==> src/rtl/sha_pkg.sv <==
`default_nettype none
package sha_pkg;

	localparam int unsigned Rounds = 64;

	// Block handed from the front end to the compression engine.
	typedef struct packed {
		logic [511:0] block;  // byte 0 in bits 511:504
		logic         final_blk;
	} blk_t;

	localparam logic [7:0] PadByte = 8'h80;

	localparam logic [31:0] HashInit [8] = '{
		32'h6a09e667, 32'hbb67ae85, 32'h3c6ef372, 32'ha54ff53a,
		32'h510e527f, 32'h9b05688c, 32'h1f83d9ab, 32'h5be0cd19
	};

	localparam logic [31:0] RoundK [64] = '{
		32'h428a2f98, 32'h71374491, 32'hb5c0fbcf, 32'he9b5dba5,
		32'h3956c25b, 32'h59f111f1, 32'h923f82a4, 32'hab1c5ed5,
		32'hd807aa98, 32'h12835b01, 32'h243185be, 32'h550c7dc3,
		32'h72be5d74, 32'h80deb1fe, 32'h9bdc06a7, 32'hc19bf174,
		32'he49b69c1, 32'hefbe4786, 32'h0fc19dc6, 32'h240ca1cc,
		32'h2de92c6f, 32'h4a7484aa, 32'h5cb0a9dc, 32'h76f988da,
		32'h983e5152, 32'ha831c66d, 32'hb00327c8, 32'hbf597fc7,
		32'hc6e00bf3, 32'hd5a79147, 32'h06ca6351, 32'h14292967,
		32'h27b70a85, 32'h2e1b2138, 32'h4d2c6dfc, 32'h53380d13,
		32'h650a7354, 32'h766a0abb, 32'h81c2c92e, 32'h92722c85,
		32'ha2bfe8a1, 32'ha81a664b, 32'hc24b8b70, 32'hc76c51a3,
		32'hd192e819, 32'hd6990624, 32'hf40e3585, 32'h106aa070,
		32'h19a4c116, 32'h1e376c08, 32'h2748774c, 32'h34b0bcb5,
		32'h391c0cb3, 32'h4ed8aa4a, 32'h5b9cca4f, 32'h682e6ff3,
		32'h748f82ee, 32'h78a5636f, 32'h84c87814, 32'h8cc70208,
		32'h90befffa, 32'ha4506ceb, 32'hbef9a3f7, 32'hc67178f2
	};

	function automatic logic [31:0] ror(input logic [31:0] v, input int unsigned n);
		ror = (v >> n) | (v << (32 - n));
	endfunction

endpackage
`default_nettype wire

==> src/rtl/sha_queue.sv <==
`default_nettype none
// Two-entry block queue between front end and engine.
module sha_queue (
	input  wire  logic    clk,
	input  wire  logic    arst_n,
	input  wire  logic    wr_valid,
	output logic          wr_ready,
	input  sha_pkg::blk_t wr_data,
	output logic          rd_valid,
	input  wire  logic    rd_ready,
	output sha_pkg::blk_t rd_data
);
	sha_pkg::blk_t mem_q [2];
	logic       wp_q, rp_q;
	logic [1:0] cnt_q;

	assign wr_ready = (cnt_q != 2'd2);
	assign rd_valid = (cnt_q != 2'd0);
	assign rd_data = mem_q[rp_q];

	always_ff @(posedge clk) begin
		if (wr_valid && wr_ready) mem_q[wp_q] <= wr_data;
	end

	always_ff @(posedge clk or negedge arst_n) begin
		if (!arst_n) begin
			wp_q <= 1'b0;
			rp_q <= 1'b0;
			cnt_q <= '0;
		end else begin
			if (wr_valid && wr_ready) wp_q <= ~wp_q;
			if (rd_valid && rd_ready) rp_q <= ~rp_q;
			cnt_q <= cnt_q + 2'((wr_valid && wr_ready) ? 1 : 0)
				- 2'((rd_valid && rd_ready) ? 1 : 0);
		end
	end
endmodule
`default_nettype wire

==> config.mk <==
export PLATFORM = sky130hd
export DESIGN_NAME = sha_queue
export DESIGN_NICKNAME = d
export VERILOG_FILES = /design/src/rtl/sha_pkg.sv /design/src/rtl/sha_queue.sv
export SDC_FILE = /design/constraint.sdc
export NUM_CORES = 1
export LEC_CHECK = 0
export BUFFER_PORTS_ARGS = -buffer_cell sky130_fd_sc_hd__buf_2
export CAP_MARGIN = 25
export CELL_PAD_IN_SITES_DETAIL_PLACEMENT = 0
export CELL_PAD_IN_SITES_GLOBAL_PLACEMENT = 2
export CORE_AREA = 2 2 404 406
export CTS_BUF_LIST = sky130_fd_sc_hd__clkbuf_4
export DETAILED_ROUTE_END_ITERATION = 10
export DIE_AREA = 0 0 406 408
export PLACE_DENSITY = 0.64
export REMOVE_ABC_BUFFERS = 1
export SLEW_MARGIN = 20
export SYNTH_ARGS = -nofsm -noshare
export SYNTH_HDL_FRONTEND = slang
export SYNTH_SLANG_ARGS = --single-unit
export TNS_END_PERCENT = 30
==> constraint.sdc <==
create_clock -name clk -period 24.3 [get_ports clk]
set_input_delay 0 -clock clk [delete_from_list [all_inputs] [get_ports clk]]
set_output_delay 0 -clock clk [all_outputs]
set_load 0.005 [all_outputs]
==> results of run 1 <==
## metrics by stage
step	instance area, sq um	setup slack, ps	hold slack [ps]
after floorplan	38500	1070	-296
after global placement	46600	19410	-188
after detailed placement	46600	19350	-188
## cells by family after synthesis
kind of cell | count (synthesis)
multiplexers | 513
adder cells (fa/ha/maj) | 2
XOR/XNOR | 4
AND/OR/NAND/NOR | 6
flip-flops | 1030
buffers and inverters | 58
## synthesized netlist by cell type
cell         n  area [sq um]
and2_1       1          6.26
and3_1       1          6.26
buf_2        5          25.0
buf_6       22           248
buf_8       30           450
dfrtp_1      4           100
edfxtp_1  1026         30800
ha_1         2          25.0
inv_1        1          3.75
mux2_2      53           597
mux2_4     460          6910
nand2_1      1          3.75
nand2b_1     1          6.26
nor2_1       1          3.75
or2_2        1          6.26
xnor2_1      3          26.3
xor2_1       1          8.76
==> flow_summary.ini, run 1 <==
[outcome]
status = did not finish
failed_stage = clock tree synthesis
error = [ERROR RSZ-0060] Max buffer count reached.

[clocking]
hold_buffers = 1055
cts_root_buf = clkbuf_4
ctsResizeCount = 0
cts_setup_buffers = 0
cts_buffers = 303
h-tree-depth = 5
clock-sinks = 1030
clockBufferDepth = 4

[synthesis]
ys_seq_elements = 1030
syn_avg_cell_area_sq_um = 24.3
synth_warnings = 0
synth_top_family_by_area = multiplexers
yosysSeqAreaShare_pct = 78.8
synthXorXnorAreaFrac_pct = 0.0893
synth_area_sq_um = 39200
synthMuxAreaShare_pct = 19.1
synth-simple-area-share_pct = 0.0829
synth-adder-area-share_pct = 0.0638
synth_compound_area_share_pct = 0
synth_cells = 1613
yosysUniqueCellTypes = 17

[floorplan]
ioPinCount = 1032
initial_core_util_pct = 24.3
fp.dieH_um = 408
fp.dieW_um = 406
rows = 148

[place]
dpl.hpwl_mm = 81.7
place_congestion = 0.847
dp_cells = 4781
io_buffers = 1031
==> run 2: changes to the inputs <==
CELL_PAD_IN_SITES_DETAIL_PLACEMENT = unset   (was 0)
CELL_PAD_IN_SITES_GLOBAL_PLACEMENT = unset   (was 2)
CORE_AREA = 2 2 400 402   (was 2 2 404 406)
CTS_BUF_LIST = unset   (was sky130_fd_sc_hd__clkbuf_4)
DIE_AREA = 0 0 402 404   (was 0 0 406 408)
PLACE_DENSITY = unset   (was 0.64)
PLACE_DENSITY_LB_ADDON = 0.15   (was unset)
clock period = 31.6 ns   (was 24.3 ns; I/O delays follow)
==> flow_summary.ini, run 2 <==
[outcome]
status = finished, final reports clean

[setup_path]
cp_max_fo = 131
end_kind = output pin
cp.required_ps = 31600
regToRegSetupSlack_ps = 26840
start_kind = register
crit_path_start = rp_q
crit-reg2reg-launch = cnt_q[0]
path_class = register to output pin
ff2ff_path_depth = 7
r2r-end = mem_q[1][488]
arrival_ps = 5010
endpoint = rd_data[396]

[timing]
fin_crit_sh_pct = 15.9
slew_headroom_pct = 25.3
hold_viol_final = 0
slew_viol_final = 0
worst_pin_slew_ps = 1120
fmax_ghz = 0.200
rsz0062_at_grt = no
setup_viol_count_final = 0
finalClockSkew_ps = 32.4
min_period_ps = 5010
fin_setup_tns_ps = 0

[synthesis]
synth_cells = 1613
synth_area_leaders = edfxtp_1 (79%), mux2_4 (18%), mux2_2 (1.5%), buf_8 (1.1%), buf_6 (0.63%)
yosysUniqueCellTypes = 17
synth_common_cells = edfxtp_1 (1026), mux2_4 (460), mux2_2 (53)
synthArstFlopShare_pct = 0.388
yosysMostFrequentCell = edfxtp_1
yosysSeqAreaShare_pct = 78.8
synth_edf_count = 1026
synth_warnings = 0
ys_seq_elements = 1030
synth_area_sq_um = 39200
synth_area_leader_cell = edfxtp_1
synth_top_flop_cell = edfxtp_1
netlist.area_leader.share_pct = 78.5
syn_avg_cell_area_sq_um = 24.3

[detailed_routing]
first_pass_iters = 4
wl_per_cell_um = 19.7
drt_iter0_drc = 1013
via_per_inst = 3.95
drcViolationCount = 0
wirelength_mm = 114
vias = 22898
drtAntennaViolNets = 0

[run]
drv_cap = 0

[place]
place_congestion = 0.832
dpl.hpwl_mm = 79.5
io_buffers = 1031

[hold_path]
hp-class = input port to register
min_from = wr_data[83]

[global_routing]
grt_overflow = 0
grt_max_degree = 134
track_usage_pct = 13.5
grt_pass1_wl_mm = 164
grt_pass1_vias = 25411
antenna_found_initial = 16

[power_and_ir_drop]
cellPowerDensity_nw_per_um2 = 80.7
pwr-share-clk_pct = 26.3
p_comb_share_pct = 32.5
seqPwrFrac_pct = 41.2
swShare_pct = 28.9
switching_power_mw = 1.38
ir_drop_mv = 0.130
leakage_nw = 23.2
intPower_mw = 3.38

[floorplan]
initial_core_util_pct = 24.9
fp.dieW_um = 402
coreArea_sq_um = 158000
rows = 146
fp.dieH_um = 404
ioPinCount = 1032
dieArea_sq_um = 162000

[cells_and_area]
post-route-util_pct = 37.4
mostFrequentLayoutCells = buf_2 (1031), edfxtp_1 (1026), dlygate4sd3_1 (884)
largest_register = mem_q
seq_area_sq_um = 30900
drive_gt1_share_pct = 46.4
top_regs = mem_q x1026, cnt_q x2
final_common_cell = buf_2
synthToLayoutAreaGrowth_pct = 50.4
nFillCells = 15073
fin_nets = 4130
multiInputGateArea_sq_um = 7610
largest_reg_flops = 1026

[clocking]
cts_tree = built
cts_root_buf = clkbuf_16
clock-sinks = 1030
clockBufferDepth = 3
cts_buffers = 115
cts_setup_buffers = 0
h-tree-depth = 3
clk_latency_ps = 710
clkTransAtPathRegs_ps = 60
-- run 2: cell counts after synthesis --
No cell type changed its count.
-- run 2: worst min path at each step --
stage	endpoint	slack, ps	cells past startpoint
5_1_grt	mem_q[1][136]	2	2
3_5_place_dp	cnt_q[0]	-180	1
2_1_floorplan	cnt_q[0]	-300	0
3_3_place_gp	wp_q	-190	1
4_1_cts	mem_q[1][89]	0.4	2
6_report	mem_q[1][83]	50	2
-- run 2: cells by family after synthesis --
group / after synthesis / share of synthesized area [%]
DFF: 1030 / 78.8
muxes: 513 / 19.1
buffers and inverters: 58 / 1.85
and+or+nand+nor: 6 / 0.0829
xor gates and xnor gates: 4 / 0.0893
adders and majority gates: 2 / 0.0638
-- run 2: critical path: stages (launching register included) --
cell,delay [ps]
dfrtp_4,1040
buf_4,470
buf_16,320
buf_4,820
buf_12,720
mux2_4,370
buf_2,140
-- run 2: repair_timing --
action                                  CTS  global route
endpoints found under the hold margin  1046             2
gates resized for setup                   0             0
hold buffers                            882             2
-- run 2: layer usage --
metal | up-vias | GRT usage (%) | wire, um
li1 | 10503 | - | -
met1 | 11471 | 14.2 | 41800
met2 | 740 | 25.2 | 60400
met3 | 176 | 4.61 | 8600
met4 | 8 | 4.08 | 3090
met5 | - | 0 | 52
-- run 2: final cells by class --
class	instances	share of cell area, %
Sequential cell	1030	52.4
Inverter	1	0.00636
Timing Repair Buffer	1938	24.2
Tap cell	2072	4.39
Antenna cell	14	0.0594
Clock buffer	150	5.17
Clock inverter	62	0.840
Multi-Input combinational cell	525	12.9
-- run 2: power groups by stage --
| stage | Combinational, mW | Clock (mW) | Sequential [mW] |
|---|---|---|---|
| after floorplan | 1.55 | 0 | 2.33 |
| after global placement | 1.47 | 0 | 1.99 |
| after detailed placement | 1.48 | 0 | 2.00 |
| after CTS | 1.58 | 1.30 | 1.97 |
| after global routing | 1.65 | 1.35 | 1.99 |
| final | 1.55 | 1.25 | 1.96 |
-- run 2: stage by stage --
| stage | hold WS, ps | power, mW | std cells | cell area [sq um] | setup slack, ps |
|---|---|---|---|---|---|
| final | 46.3 | 4.76 | 5792 | 59000 | 26590 |
| after global routing | 2.23 | 4.99 | 5789 | 59000 | 26260 |
| after CTS | 0.371 | 4.84 | 5772 | 58800 | 25910 |
| after detailed placement | -183 | 3.47 | 4678 | 46500 | 25990 |
| after global placement | -191 | 3.45 | 4678 | 46500 | 26150 |
| after floorplan | -296 | 3.88 | 1556 | 38500 | 8370 |
Power figures use the tool's default switching activity.
