**src/rtl/sha_pkg.sv**
```systemverilog
`default_nettype none
package sha_pkg;

	localparam int unsigned Rounds = 64;

	// Block handed from the front end to the compression engine.
	typedef struct packed {
		logic [511:0] block;  // byte 0 in bits 511:504
		logic         final_blk;
	} blk_t;

	localparam logic [7:0] PadByte = 8'h80;

	localparam logic [31:0] HashInit [8] = '{
		32'h6a09e667, 32'hbb67ae85, 32'h3c6ef372, 32'ha54ff53a,
		32'h510e527f, 32'h9b05688c, 32'h1f83d9ab, 32'h5be0cd19
	};

	localparam logic [31:0] RoundK [64] = '{
		32'h428a2f98, 32'h71374491, 32'hb5c0fbcf, 32'he9b5dba5,
		32'h3956c25b, 32'h59f111f1, 32'h923f82a4, 32'hab1c5ed5,
		32'hd807aa98, 32'h12835b01, 32'h243185be, 32'h550c7dc3,
		32'h72be5d74, 32'h80deb1fe, 32'h9bdc06a7, 32'hc19bf174,
		32'he49b69c1, 32'hefbe4786, 32'h0fc19dc6, 32'h240ca1cc,
		32'h2de92c6f, 32'h4a7484aa, 32'h5cb0a9dc, 32'h76f988da,
		32'h983e5152, 32'ha831c66d, 32'hb00327c8, 32'hbf597fc7,
		32'hc6e00bf3, 32'hd5a79147, 32'h06ca6351, 32'h14292967,
		32'h27b70a85, 32'h2e1b2138, 32'h4d2c6dfc, 32'h53380d13,
		32'h650a7354, 32'h766a0abb, 32'h81c2c92e, 32'h92722c85,
		32'ha2bfe8a1, 32'ha81a664b, 32'hc24b8b70, 32'hc76c51a3,
		32'hd192e819, 32'hd6990624, 32'hf40e3585, 32'h106aa070,
		32'h19a4c116, 32'h1e376c08, 32'h2748774c, 32'h34b0bcb5,
		32'h391c0cb3, 32'h4ed8aa4a, 32'h5b9cca4f, 32'h682e6ff3,
		32'h748f82ee, 32'h78a5636f, 32'h84c87814, 32'h8cc70208,
		32'h90befffa, 32'ha4506ceb, 32'hbef9a3f7, 32'hc67178f2
	};

	function automatic logic [31:0] ror(input logic [31:0] v, input int unsigned n);
		ror = (v >> n) | (v << (32 - n));
	endfunction

endpackage
`default_nettype wire

```
**src/rtl/sha_engine.sv**
```systemverilog
`default_nettype none
// One round per cycle compression; emits the digest after a final block.
module sha_engine (
	input  wire  logic        clk,
	input  wire  logic        arst_n,
	input  wire  logic        blk_valid,
	output logic              blk_ready,
	input  sha_pkg::blk_t     blk,
	output logic              out_valid,
	input  wire  logic        out_ready,
	output logic [31:0]       digest_word,
	output logic [2:0]        word_index,
	output logic              last
);
	typedef enum logic [3:0] {
		E_IDLE = 4'b0001,
		E_RUN  = 4'b0010,
		E_ADD  = 4'b0100,
		E_OUT  = 4'b1000
	} est_t;

	est_t        st_q;
	logic [31:0] h_q [8];
	logic [31:0] s_q [8];
	logic [31:0] w_q [16];   // sliding message schedule window
	logic [5:0]  rnd_q;
	logic [2:0]  oidx_q;
	logic        fin_q;

	logic [31:0] wn, t1, t2, a, e, x, y;

	always_comb begin
		x = w_q[1];
		y = w_q[14];
		wn = w_q[0] + w_q[9]
			+ (sha_pkg::ror(x, 7) ^ sha_pkg::ror(x, 18) ^ (x >> 3))
			+ (sha_pkg::ror(y, 17) ^ sha_pkg::ror(y, 19) ^ (y >> 10));
		a = s_q[0];
		e = s_q[4];
		t1 = s_q[7] + (sha_pkg::ror(e, 6) ^ sha_pkg::ror(e, 11) ^ sha_pkg::ror(e, 25))
			+ ((e & s_q[5]) ^ (~e & s_q[6])) + sha_pkg::RoundK[rnd_q] + w_q[0];
		t2 = (sha_pkg::ror(a, 2) ^ sha_pkg::ror(a, 13) ^ sha_pkg::ror(a, 22))
			+ ((a & s_q[1]) ^ (a & s_q[2]) ^ (s_q[1] & s_q[2]));
	end

	assign blk_ready = (st_q == E_IDLE);
	assign out_valid = (st_q == E_OUT);
	assign digest_word = h_q[oidx_q];
	assign word_index = oidx_q;
	assign last = (oidx_q == 3'd7);

	always_ff @(posedge clk) begin
		if (st_q == E_IDLE && blk_valid) begin
			for (int i = 0; i < 16; i++) w_q[i] <= blk.block[511 - 32 * i -: 32];
			for (int i = 0; i < 8; i++) s_q[i] <= h_q[i];
		end else if (st_q == E_RUN) begin
			for (int i = 0; i < 15; i++) w_q[i] <= w_q[i + 1];
			w_q[15] <= wn;
			s_q[7] <= s_q[6];
			s_q[6] <= s_q[5];
			s_q[5] <= e;
			s_q[4] <= s_q[3] + t1;
			s_q[3] <= s_q[2];
			s_q[2] <= s_q[1];
			s_q[1] <= a;
			s_q[0] <= t1 + t2;
		end
	end

	always_ff @(posedge clk or negedge arst_n) begin
		if (!arst_n) begin
			st_q <= E_IDLE;
			rnd_q <= '0;
			oidx_q <= '0;
			fin_q <= 1'b0;
			for (int i = 0; i < 8; i++) h_q[i] <= sha_pkg::HashInit[i];
		end else begin
			unique case (st_q)
				E_IDLE: if (blk_valid) begin
					fin_q <= blk.final_blk;
					rnd_q <= '0;
					st_q <= E_RUN;
				end
				E_RUN: begin
					rnd_q <= rnd_q + 6'd1;
					if (rnd_q == 6'(sha_pkg::Rounds - 1)) st_q <= E_ADD;
				end
				E_ADD: begin
					for (int i = 0; i < 8; i++) h_q[i] <= h_q[i] + s_q[i];
					oidx_q <= '0;
					st_q <= fin_q ? E_OUT : E_IDLE;
				end
				E_OUT: if (out_ready) begin
					oidx_q <= oidx_q + 3'd1;
					if (oidx_q == 3'd7) begin
						for (int i = 0; i < 8; i++) h_q[i] <= sha_pkg::HashInit[i];
						st_q <= E_IDLE;
					end
				end
				default: st_q <= E_IDLE;
			endcase
		end
	end
endmodule
`default_nettype wire

```
**config.mk**
```make
export PLATFORM = sky130hd
export DESIGN_NAME = sha_engine
export DESIGN_NICKNAME = d
export VERILOG_FILES = /design/src/rtl/sha_pkg.sv /design/src/rtl/sha_engine.sv
export SDC_FILE = /design/constraint.sdc
export NUM_CORES = 2
export LEC_CHECK = 0
export BUFFER_PORTS_ARGS = -buffer_cell sky130_fd_sc_hd__clkbuf_2
export CAP_MARGIN = 20
export CORE_MARGIN = 2
export CORE_UTILIZATION = 50
export CTS_CLUSTER_SIZE = 10
export DETAILED_ROUTE_END_ITERATION = 6
export PLACE_DENSITY = 0.65
export SYNTH_ARGS = -nofsm -noshare
export SYNTH_HDL_FRONTEND = slang
export SYNTH_SLANG_ARGS = --single-unit
```
**constraint.sdc**
```tcl
create_clock -name clk -period 47.9 [get_ports clk]
set_input_delay 9.58 -clock clk [delete_from_list [all_inputs] [get_ports clk]]
set_output_delay 9.58 -clock clk [all_outputs]
set_load 0.02 [all_outputs]
```
==> out/qor.log <==
[clocking] hold bufs inserted after CTS 0
[worst_setup_path] Critical Path Source Type primary input
[timing] unrepaired setup endpoints after global routing no
[logic_synthesis] Synth Area in XOR/XNOR 7.00%
[clocking] post_cts resized 0
[worst_setup_path] worst setup path category primary input to flip-flop
[logic_synthesis] synthesized flop and latch total 1038
[grt] antenna violations before repair 26
[timing] Setup Skew 0.0572 ns
[worst_setup_path] worst-path fanout max 104
[floorplan] initial standard-cell utilization of the core 50.5%
[route] total met3 wirelength after detailed routing 19500 um
[clocking] clock-pin transition on the worst setup and hold timing paths 0.05 ns
[logic_synthesis] list of most frequent post-synthesis cells 2403 x nand2_1, 768 x edfxtp_1, 466 x o21ai_0, 452 x a21oi_1, 395 x ha_1
[logic_synthesis] Synth Area in Compound Gates 14.0%
[logic_synthesis] cells taking the most area after synthesis edfxtp_1 32%, nand2_1 13%, ha_1 6.9%, fa_1 5.5%, dfstp_2 5.0%
[clocking] number of buffers created by CTS 131
[final_layout] layout net count 9248
[grt] global-route wire length before repair 378000 um
[placement] weighted congestion reported at the end of routability-driven placement 1.00
[route] routed metal-1 wirelength 98700 um
[logic_synthesis] multiplexer share of the synthesized area 3.40%
[logic_synthesis] most frequent cell after synthesis nand2_1
[timing] shortest period the worst path allows 13.78 ns
[route] wire length after detailed routing 256000 um
[timing] number of slew-limit violations in the final report 0
[clocking] TritonCTS clock tree built
[grt] number of global-route vias before repair 58617
[logic_synthesis] synthesized-area fraction occupied by and/or/nand/nor cells 17.6%
[timing] count of final hold-check violations 0
[flow_run] # Max-Cap Violations 0
[route] length of routed met2 wiring 121000 um
[logic_synthesis] post-synthesis cell type with the largest combined area edfxtp_1
[logic_synthesis] main combinational cell family by area after synthesis simple AND/OR/NAND/NOR gates
[final_layout] ratio of cells with drive above 1 in the final layout 13.6%
[route] highest metal layer with signal wires met5
[clocking] TritonCTS sink count 1038
[logic_synthesis] Synthesis Warnings 0
[route] vias after detailed routing 60086
[route] remaining design rule violation count 0
[route] Routed WL per cell 25.3 um
[timing] final number of setup-violating endpoints 0
[logic_synthesis] nets in the synthesized netlist 8880
[route] residual antenna-violating net count after detailed routing 0
[worst_setup_path] worst endpoint required time 48.30 ns
[floorplan] Die X-Extent 382 um
[final_layout] area delta synth->final 11.7%
[final_layout] register area 30000 sq um
[floorplan] CORE AREA 142000 sq um
[logic_synthesis] fraction of the mapped netlist area in adder cells 12.4%
[timing] Period Utilization, post-route 28.8%
[logic_synthesis] Syn Inst Count 7773
[floorplan] total die area 146000 sq um
[placement] number of buffers added on ports 554
[floorplan] I/O pin count 555
[logic_synthesis] number of distinct standard cells referenced by the synthesized netlist 98
[logic_synthesis] top cell type's share of synthesized area 32.2%
[timing] worst rel slew slack 27.0%
[route] number of vias per cell after detailed routing 5.94
[logic_synthesis] prevailing post-synth register cell edfxtp_1
[logic_synthesis] count of flip-flops with a built-in enable after synthesis 768
[clocking] insertion delay of the later-clocked pin in the worst-skew pair 0.80 ns
[timing] FMAX 0.0726 GHz
[worst_setup_path] endpoint class of the critical path flip-flop
[logic_synthesis] sequential fraction of the synthesis area 41.9%
[worst_setup_path] Worst Path Arrival 14.18 ns
[timing] setup tns final 0 ns
[route] detailed-router iteration count before antenna repair 6
[placement] sum of net half-perimeters after detailed placement 193000 um
[route] initial detailed-routing violation count 6477
[logic_synthesis] cell area after synthesis 71600 sq um
[status] outcome completed
[clocking] Longest Clk Path Bufs 3
[clocking] setup repair bufs after CTS 0
[grt] all-layer global routing usage 34.6%
[floorplan] num rows 138
[clocking] CTS Root Buffer Type clkbuf_16
[timing] transition time at the pin with the least slew margin 1.08 ns
[grt] leftover overflow at the end of global routing 0
[logic_synthesis] async set-or-reset flop fraction in the synthesized netlist 26.0%
[logic_synthesis] post-synthesis area per instance 9.21 sq um
[final_layout] final-layout fill cell count 12733
[grt] pin count of the biggest net entering global routing 165
[clocking] CTS HTree Levels 4
[final_layout] multi-input logic area 39000 sq um
[worst_hold_path] Hold/Removal Path Class flip-flop to flip-flop
[floorplan] Die Ht 382 um
-- cell type report --
| cell class | instances | area share, % |
|---|---|---|
| sequential | 1038 | 37.5 |
| antenna | 10 | 0.0313 |
| clock buffer | 176 | 4.40 |
| inverter | 316 | 1.49 |
| clock inverter | 40 | 0.637 |
| timing repair buffer | 618 | 4.18 |
| multi-input combinational | 6036 | 48.8 |
| tap | 1890 | 2.96 |
-- layout by cell type (no fill, tap or decap), drive strengths merged, types with 74 or more instances in the layout --
cell,netlist,routed
a21o,200,200
clkbuf,357,729
xnor2,355,355
o21ai,480,480
nor2,324,324
dfrtp,133,133
a21oi,455,455
fa,195,195
dfstp,137,137
ha,395,395
inv,313,315
nand2,2403,2403
mux4,74,74
xor2,215,215
edfxtp,768,768
-- stage by stage --
step / instances / utilization (%) / hold slack, ns / setup slack, ns / area [sq um]
CTS: 10112 / 56.4 / 0.500 / 33.72 / 79900
global route: 10121 / 56.4 / 0.515 / 33.79 / 80000
global placement: 9896 / 53.5 / 0.489 / 32.89 / 75900
finish: 10124 / 56.4 / 0.495 / 34.12 / 80000
floorplan: 7773 / - / 0.446 / 21.91 / 71600
detailed placement: 9896 / 53.5 / 0.490 / 32.88 / 75900
-- flip-flops by register name (all words and copies together) (netlist names) --
signal and cells:
fin_q 1, s_q 256, rnd_q 6, st_q 4, h_q 256, w_q 512
word_index 3
-- cells by family after synthesis --
kind of cell	count (synthesis)
AND/OR/NAND/NOR	3118
AO/OA/AOI/OAI	1609
flip-flops	1038
buffers and inverters	699
adder cells (fa/ha/maj)	594
XOR/XNOR	571
multiplexers	144
-- routing by layer --
layer | up-vias | global-route usage [%]
met3 | 577 | 5.47
met4 | 24 | 19.3
met1 | 29272 | 43.7
met2 | 2715 | 56.9
li1 | 27498 | -
met5 | - | 0
-- worst max-delay path: stages --
cell and delay, ns:
clkbuf_2 0.29, and2_4 0.82, nor2_1 0.30, inv_8 0.56, buf_4 0.92, buf_4 0.35
buf_16 0.34, buf_4 0.89
-- final timing paths --
path / end / slack, ns / depth (start not counted) / startpoint
setup / recovery: w_q[0][50] / 34.12 / 8 / blk_valid
hold / removal: w_q[0][49] / 0.49 / 2 / w_q[0][81]
setup reg to reg: s_q[0][31] / 36.39 / 36 / rnd_q[0]
hold reg to reg: w_q[0][49] / 0.49 / 2 / w_q[0][81]
max in group asynchronous: h_q[222] / 37.65 / 2 / arst_n
min in group asynchronous: h_q[2] / 8.79 / 1 / arst_n
Power is not shown: default switching activity piles up to over one toggle a cycle in this logic, so the estimate is an artifact.
