--- config.mk ---
export PLATFORM = sky130hd
export DESIGN_NAME = sha_front
export DESIGN_NICKNAME = d
export VERILOG_FILES = /design/src/rtl/sha_pkg.sv /design/src/rtl/sha_front.sv
export SDC_FILE = /design/constraint.sdc
export NUM_CORES = 1
export LEC_CHECK = 0
export CAP_MARGIN = 5
export CORE_MARGIN = 2
export CORE_UTILIZATION = 45
export CTS_CLUSTER_SIZE = 30
export DETAILED_ROUTE_END_ITERATION = 10
export DONT_BUFFER_PORTS = 1
export PLACE_DENSITY = 0.71
export SYNTH_ARGS = -nofsm -noshare
export SYNTH_HDL_FRONTEND = slang
export SYNTH_SLANG_ARGS = --single-unit
--- constraint.sdc ---
create_clock -name clk -period 5.4 [get_ports clk]
set_clock_uncertainty 0.1 [all_clocks]
set_input_delay 1.62 -clock clk [delete_from_list [all_inputs] [get_ports clk]]
set_output_delay 1.62 -clock clk [all_outputs]
set_load 0.1 [all_outputs]
--- src/rtl/sha_pkg.sv ---
`default_nettype none
package sha_pkg;

	localparam int unsigned Rounds = 64;

	// Block handed from the front end to the compression engine.
	typedef struct packed {
		logic [511:0] block;  // byte 0 in bits 511:504
		logic         final_blk;
	} blk_t;

	localparam logic [7:0] PadByte = 8'h80;

	localparam logic [31:0] HashInit [8] = '{
		32'h6a09e667, 32'hbb67ae85, 32'h3c6ef372, 32'ha54ff53a,
		32'h510e527f, 32'h9b05688c, 32'h1f83d9ab, 32'h5be0cd19
	};

	localparam logic [31:0] RoundK [64] = '{
		32'h428a2f98, 32'h71374491, 32'hb5c0fbcf, 32'he9b5dba5,
		32'h3956c25b, 32'h59f111f1, 32'h923f82a4, 32'hab1c5ed5,
		32'hd807aa98, 32'h12835b01, 32'h243185be, 32'h550c7dc3,
		32'h72be5d74, 32'h80deb1fe, 32'h9bdc06a7, 32'hc19bf174,
		32'he49b69c1, 32'hefbe4786, 32'h0fc19dc6, 32'h240ca1cc,
		32'h2de92c6f, 32'h4a7484aa, 32'h5cb0a9dc, 32'h76f988da,
		32'h983e5152, 32'ha831c66d, 32'hb00327c8, 32'hbf597fc7,
		32'hc6e00bf3, 32'hd5a79147, 32'h06ca6351, 32'h14292967,
		32'h27b70a85, 32'h2e1b2138, 32'h4d2c6dfc, 32'h53380d13,
		32'h650a7354, 32'h766a0abb, 32'h81c2c92e, 32'h92722c85,
		32'ha2bfe8a1, 32'ha81a664b, 32'hc24b8b70, 32'hc76c51a3,
		32'hd192e819, 32'hd6990624, 32'hf40e3585, 32'h106aa070,
		32'h19a4c116, 32'h1e376c08, 32'h2748774c, 32'h34b0bcb5,
		32'h391c0cb3, 32'h4ed8aa4a, 32'h5b9cca4f, 32'h682e6ff3,
		32'h748f82ee, 32'h78a5636f, 32'h84c87814, 32'h8cc70208,
		32'h90befffa, 32'ha4506ceb, 32'hbef9a3f7, 32'hc67178f2
	};

	function automatic logic [31:0] ror(input logic [31:0] v, input int unsigned n);
		ror = (v >> n) | (v << (32 - n));
	endfunction

endpackage
`default_nettype wire

--- src/rtl/sha_front.sv ---
`default_nettype none
// Collects bytes into a block, applies padding on finish, and pushes blocks.
module sha_front (
	input  wire  logic         clk,
	input  wire  logic         arst_n,
	input  wire  logic         in_valid,
	output logic               in_ready,
	input  wire  logic         func,
	input  wire  logic [7:0]   data_byte,
	output logic               blk_valid,
	input  wire  logic         blk_ready,
	output sha_pkg::blk_t      blk
);
	typedef enum logic [2:0] {
		S_FILL = 3'b001,
		S_PAD  = 3'b010,
		S_PUSH = 3'b100
	} fst_t;

	fst_t          st_q;
	logic [511:0]  buf_q;
	logic [5:0]    fill_q;
	logic [63:0]   bits_q;
	logic          fin_q;     // padding in progress
	logic          lenok_q;   // this pad block carries the length
	logic          last_q;    // block being pushed ends the message

	assign in_ready = (st_q == S_FILL);
	assign blk_valid = (st_q == S_PUSH);
	assign blk.block = buf_q;
	assign blk.final_blk = last_q;

	function automatic logic [511:0] put(input logic [511:0] b, input logic [5:0] i,
			input logic [7:0] v);
		logic [511:0] r;
		r = b;
		r[(6'd63 - i) * 8 +: 8] = v;
		put = r;
	endfunction

	always_ff @(posedge clk or negedge arst_n) begin
		if (!arst_n) begin
			st_q <= S_FILL;
			fill_q <= '0;
			bits_q <= '0;
			fin_q <= 1'b0;
			lenok_q <= 1'b0;
			last_q <= 1'b0;
		end else begin
			unique case (st_q)
				S_FILL: begin
					if (in_valid) begin
						if (!func) begin
							buf_q <= put(buf_q, fill_q, data_byte);
							bits_q <= bits_q + 64'd8;
							fill_q <= fill_q + 6'd1;
							last_q <= 1'b0;
							if (fill_q == 6'd63) st_q <= S_PUSH;
						end else begin
							buf_q <= put(buf_q, fill_q, sha_pkg::PadByte);
							fill_q <= fill_q + 6'd1;
							fin_q <= 1'b1;
							lenok_q <= (fill_q < 6'd56);
							if (fill_q == 6'd63) begin
								last_q <= 1'b0;
								st_q <= S_PUSH;
							end else begin
								st_q <= S_PAD;
							end
						end
					end
				end
				S_PAD: begin
					if (lenok_q && fill_q == 6'd56) begin
						buf_q[63:0] <= bits_q;
						fill_q <= '0;
						last_q <= 1'b1;
						st_q <= S_PUSH;
					end else begin
						buf_q <= put(buf_q, fill_q, 8'h00);
						fill_q <= fill_q + 6'd1;
						if (fill_q == 6'd63) begin
							last_q <= 1'b0;
							st_q <= S_PUSH;
						end
					end
				end
				S_PUSH: begin
					if (blk_ready) begin
						if (fin_q && !last_q) begin
							lenok_q <= 1'b1;
							st_q <= S_PAD;
						end else begin
							st_q <= S_FILL;
							if (last_q) begin
								fin_q <= 1'b0;
								bits_q <= '0;
							end
						end
					end
				end
				default: st_q <= S_FILL;
			endcase
		end
	end
endmodule
`default_nettype wire

==> results of run 1 <==
[synth_stat cells, types with 42 or more instances]
library cell,number
edfxtp_1,512
nand2_1,358
nand3_1,204
nor2_1,167
clkbuf_1,160
o31ai_1,148
a21oi_1,132
o21ai_0,110
a22o_1,109
mux2i_1,108
dfrtp_1,72
nand4_1,56
buf_2,42
[state kept, by name, summed over array words and instances, names as in the netlist]
name     cells
buf_q      512
fin_q        1
fill_q       6
st_q         3
bits_q      61
lenok_q      1
last_q       1
[logic make-up (layout without fill, tap and decap cells)]
family | count (synthesis) | after routing
mux | 109 | 109
xor+xnor | 18 | 18
fa+ha+maj | 5 | 5
compound gates | 636 | 636
buf+inv | 240 | 198
simple gates | 988 | 988
flops | 585 | 585
other cells | 0 | 1
[layout make-up]
| type | count | area (µm²) | share of cell area |
|---|---|---|---|
| Sequential cell | 585 | 17200 | 0.546 |
| Clock inverter | 34 | 344 | 0.0109 |
| Tap cell | 846 | 1060 | 0.0336 |
| Timing Repair Buffer | 67 | 498 | 0.0158 |
| Multi-Input combinational cell | 1756 | 10600 | 0.336 |
| Antenna cell | 1 | 2.50 | 0.0000794 |
| Inverter | 13 | 48.8 | 0.00155 |
| Clock buffer | 84 | 1780 | 0.0565 |
[per-stage QoR]
stage               hold WS [ns]  power, mW
global route               0.452       16.7
finish                     0.407       16.3
detailed placement         0.397       11.7
global placement           0.398       11.6
CTS                        0.414       16.2
floorplan                  0.371       10.5
[worst max path at each step]
stage / endpoint / slack, ns
floorplan: in_ready / 1.59
global placement: buf_q[240]$_DFFE_PP_ / 1.15
detailed placement: buf_q[241]$_DFFE_PP_ / 0.98
CTS: buf_q[242]$_DFFE_PP_ / 0.98
global route: buf_q[242]$_DFFE_PP_ / 0.68
finish: buf_q[504]$_DFFE_PP_ / 0.93
[where the power goes]
part	switching (mW)	internal, mW	total, mW
clock network	1.90	2.60	4.50
logic	2.56	0.822	3.38
registers	2.83	5.57	8.40
total	7.29	8.99	16.3
[routing by layer]
layer	vias to the layer above	GRT usage	wire length (µm)	share of wire
met2	1670	0.482	47900	0.46
met1	11373	0.367	36500	0.35
li1	9714	-	-	-
met3	352	0.105	13200	0.13
met5	-	0	0	0
met4	0	0.167	6380	0.061
[worst max-delay path, stage by stage (launching register included)]
cell,delay [ns]
dfrtp_1,0.39
buf_4,0.24
nand3_1,0.35
nor2_1,0.12
ha_1,0.23
or3_1,0.37
a211oi_2,0.82
nand4_1,0.72
a21oi_1,0.75
==> flow_metrics.tcl, run 1 <==
set metrics [dict create \
    gp_congestion 0.954 \
    synth_nets 2599 \
    synth_edf_count 512 \
    final_max_slew_viol_count 0 \
    worst_slack_ns 0.933 \
    yosysTopAreaCellShare 0.537 \
    placed_cells 3265 \
    clock-root-buffer "clkbuf_16" \
    cts.path.max_buffers 3 \
    htree_levels 3 \
    whs_endpoint "fin_q$_DFFE_PN0P_" \
    hold_path_class "reg2reg" \
    start_kind "register" \
    fin_crit_sh 0.827 \
    pin_count 528 \
    syn_area_um2 28700 \
    drt_iter0_drc 3345 \
    start_util 0.455 \
    crit_path_start "fill_q[0]$_DFFE_PN0P_" \
    muxShareOfSynthArea 0.0381 \
    cts_resized 0 \
    syn_inst 2581 \
    holdCritStartpoint "fin_q$_DFFE_PN0P_" \
    timing.fmax_mhz 224 \
    hold_viol 0 \
    synth.top_cells.by_area "edfxtp_1 (54%), dfrtp_1 (6.3%), nand2_1 (4.7%), o31ai_1 (3.9%), mux2i_1 (3.8%)" \
    dp_hpwl_um 72700 \
    path_class "reg2reg" \
    ff2ff_setup_slack_ns 0.93 \
    final_core_util 0.501 \
    n_fill_cell 5464 \
    power_density_nw_per_um2 516 \
    grt_pass1_wl_um 149000 \
    path_max_fanout 29 \
    cts_tree "done" \
    dieArea_um2 65700 \
    routed_via_density 6.82 \
    rows 92 \
    post-place-ws_ns 0.982 \
    area_growth_pct 10.0 \
    r2r-end "buf_q[504]$_DFFE_PP_" \
    slew_headroom 0.0765 \
    ys_ff_latch 585 \
    tightest_slew_ns 1.37 \
    clock_latency_ns 0.60 \
    io_buffers 0 \
    layout_commonest_cell "edfxtp_1" \
    synth_largest_area_cell "edfxtp_1" \
    antenna_found_initial 5 \
    synth_simple_gate_area_frac 0.166 \
    grt_util_all_layers 0.305 \
    grt-ovfl-total 0 \
    nets 2507 \
    layout_min_cycle_time_ns 4.47 \
    layoutNonFillerInstCount 3386 \
    syn_avg_cell_area_um2 11.1 \
    rsz0062_at_grt "no" \
    synth_ff_type "edfxtp_1" \
    cts_made_buffers 66 \
    ir_drop_mv 0.266 \
    critPathCaptureType "register" \
    synth_compound_area_frac 0.154 \
    grt_start_max_net_pins 85 \
    detail-route-antenna-nets 0 \
    cts.sinks 585 \
    drt_first_pass_iters 7 \
    synth_fa_ha_area_frac 0.00218 \
    final_cell_mix "edfxtp_1 (512), nand2_1 (357), nand3_1 (203), nor2_1 (163), o31ai_1 (148)" \
    fin_area_um2 31500 \
    synth.distinct_cells 77 \
    die-width_um 256 \
    r2r_cells 8 \
    outcome "finished clean" \
    synth_seq_area_share 0.600 \
    post-cts-setup-buffer-count 0 \
    core-area_um2 63000 \
    maxCapViolations 0 \
    synthArstFlopShare 0.125 \
    ys_warn_count 0 \
    cp.required_ns 5.53 \
    synth_top_family_by_area "simple AND/OR/NAND/NOR gates" \
    num_vias 23109 \
    arrival_ns 4.59 \
    die_h_um 256 \
    p_leak_nw 11.0 \
    fin_setup_tns_ns 0 \
    post_drt_wl_per_cell_um 30.7 \
    drive_gt1_frac 0.0800 \
    grt_pass1_vias 21615 \
    clk_transition_reported_paths_ns 0.06 \
    cts_hold_buf 0 \
    post_dp_cell_area_um2 29400 \
    drc 0 \
    synth-xor-area-share 0.00550 \
    finalSetupViolCount 0 \
    wl_um 104000 \
    whs_path_depth 1 \
    r2r-start "fill_q[0]$_DFFE_PN0P_" \
]
(Power assumes the default switching activity.)
==> run 2: changes to the inputs <==
--- a/config.mk
+++ b/config.mk
@@ -11,7 +11,7 @@
 export CTS_CLUSTER_SIZE = 30
 export DETAILED_ROUTE_END_ITERATION = 10
 export DONT_BUFFER_PORTS = 1
-export PLACE_DENSITY = 0.71
+export PLACE_DENSITY = 0.73
 export SYNTH_ARGS = -nofsm -noshare
 export SYNTH_HDL_FRONTEND = slang
 export SYNTH_SLANG_ARGS = --single-unit
==> constraint.sdc (replaced) <==
create_clock -name clk -period 3.6 [get_ports clk]
set_clock_uncertainty 0.1 [all_clocks]
set_input_delay 1.08 -clock clk [delete_from_list [all_inputs] [get_ports clk]]
set_output_delay 1.08 -clock clk [all_outputs]
set_load 0.1 [all_outputs]
==> flow_metrics.tcl, run 2 (same netlist as run 1, synthesis figures left out) <==
set metrics [dict create \
    r2r-end "buf_q[115]$_DFFE_PP_" \
    post_dp_cell_area_um2 30300 \
    wl_um 105000 \
    nets 2609 \
    die_h_um 256 \
    cell_internal_pwr_mw 13.9 \
    post-cts-setup-buffer-count 0 \
    routed_via_density 6.69 \
    fin_area_um2 32500 \
    swShare 0.444 \
    fin_crit_sh 0.954 \
    post_drt_wl_per_cell_um 30.0 \
    drc 0 \
    r2r-start "fill_q[0]$_DFFE_PN0P_" \
    arrival_ns 3.79 \
    largest_register_ffs 512 \
    final_core_util 0.516 \
    area_growth_pct 13.4 \
    ir_drop_mv 0.430 \
    io_buffers 0 \
    layout_min_cycle_time_ns 3.43 \
    num_vias 23313 \
    maxCapViolations 0 \
    finalSetupViolCount 0 \
    outcome "finished clean" \
    cts.path.max_buffers 3 \
    final_max_slew_viol_count 0 \
    reg_top3 "buf_q x512, bits_q x61, fill_q x6" \
    timing.fmax_mhz 291 \
    start_util 0.455 \
    layoutNonFillerInstCount 3483 \
    p_clk_frac 0.272 \
    grt_util_all_layers 0.308 \
    placed_cells 3368 \
    ff2ff_setup_slack_ns 0.17 \
    p_leak_nw 11.5 \
    dieArea_um2 65700 \
    rows 92 \
    totalPowerFinal_mw 24.9 \
    cts.sinks 585 \
    fin_setup_tns_ns 0 \
    grt_start_max_net_pins 89 \
    die-width_um 256 \
    switchingPower_mw 11.1 \
    clock_latency_ns 0.61 \
    antenna_found_initial 3 \
    grt_pass1_vias 22271 \
    post-place-ws_ns 0.132 \
    cts_made_buffers 66 \
    pin_count 528 \
    diodes 0 \
    cp.required_ns 3.95 \
    power_density_nw_per_um2 768 \
    pwr-share-comb 0.225 \
    clock-root-buffer "clkbuf_16" \
    worst_slack_ns 0.167 \
    hold_viol 0 \
    hold_path_class "in2async" \
    gp_congestion 0.928 \
    path_class "reg2reg" \
    start_kind "register" \
    core-area_um2 63000 \
    dp_hpwl_um 73800 \
    final_cell_mix "edfxtp_1 (512), nand2_1 (357), nand3_1 (203), nor2_1 (163), buf_4 (160)" \
    pwr-share-seq 0.503 \
    clk_transition_reported_paths_ns 0.06 \
    r2r_cells 8 \
    grt_pass1_wl_um 152000 \
    cts_tree "done" \
    tightest_slew_ns 1.27 \
    cts_hold_buf 0 \
    top_register "buf_q" \
    layout_commonest_cell "edfxtp_1" \
    n_fill_cell 5406 \
    grt-ovfl-total 0 \
    htree_levels 3 \
    drt_first_pass_iters 7 \
    drive_gt1_frac 0.119 \
    detail-route-antenna-nets 0 \
    path_max_fanout 26 \
    hold_ws_ns 0.0661 \
    critPathCaptureType "register" \
    cts_resized 0 \
    slew_headroom 0.148 \
    drt_iter0_drc 3095 \
    rsz0062_at_grt "no" \
]
==> run 2: changes by cell type in the layout (fill, tap and decap cells not counted), moves of 3 or more <==
cell      delta
a21oi_2     +10
clkbuf_1     -3
nor4_2       +3
buf_12       +8
buf_4       +95
nor4_1       -3
a21oi_1     -10
clkinv_2     -3
inv_6        -4
clkinv_1     +4
==> run 2: how the worst max path moves through the flow <==
stage / from / end / slack [ns] / cells after the start
4_1_cts: fill_q[0]$_DFFE_PN0P_ / buf_q[33]$_DFFE_PP_ / 0.1 / 9
3_5_place_dp: fill_q[0]$_DFFE_PN0P_ / buf_q[37]$_DFFE_PP_ / 0.13 / 9
6_report: fill_q[0]$_DFFE_PN0P_ / buf_q[115]$_DFFE_PP_ / 0.17 / 8
3_3_place_gp: fill_q[0]$_DFFE_PN0P_ / buf_q[38]$_DFFE_PP_ / 0.23 / 9
5_1_grt: fill_q[0]$_DFFE_PN0P_ / buf_q[115]$_DFFE_PP_ / 0.002 / 8
2_1_floorplan: fill_q[0]$_DFFE_PN0P_ / buf_q[248]$_DFFE_PP_ / 0.002 / 11
==> run 2: power groups by stage <==
stage               Clock, mW  Combinational [mW]  Sequential, mW
global route             7.05                5.96            12.6
CTS                      6.82                5.47            12.5
detailed placement          0                5.45            12.7
finish                   6.78                5.62            12.5
floorplan                   0                3.40            12.3
global placement            0                5.29            12.6
==> run 2: layout make-up <==
type	instances	area [µm²]	share of cell area
repair buffers	169	1370	0.0421
clock buffers	83	1810	0.0557
inverters	13	48.8	0.00150
multi-input cells	1756	10700	0.329
clock inverters	31	325	0.0100
flip-flops and latches	585	17200	0.530
well taps	846	1060	0.0326
==> run 2: worst max-delay path, cell delays in order (launching register included) <==
cell and delay, ns:
dfrtp_1 0.56, inv_1 0.14, ha_1 0.31, buf_4 0.28, and2_1 0.20, o211ai_1 0.15
or4_1 0.64, nor3_2 0.62, a22o_1 0.27
==> run 2: per-layer routing <==
layer	track usage	routed length, µm	up-vias
li1	-	-	9916
met2	0.492	48700	1621
met5	0	13	-
met4	0.163	6250	2
met1	0.371	37000	11441
met3	0.0992	12600	333
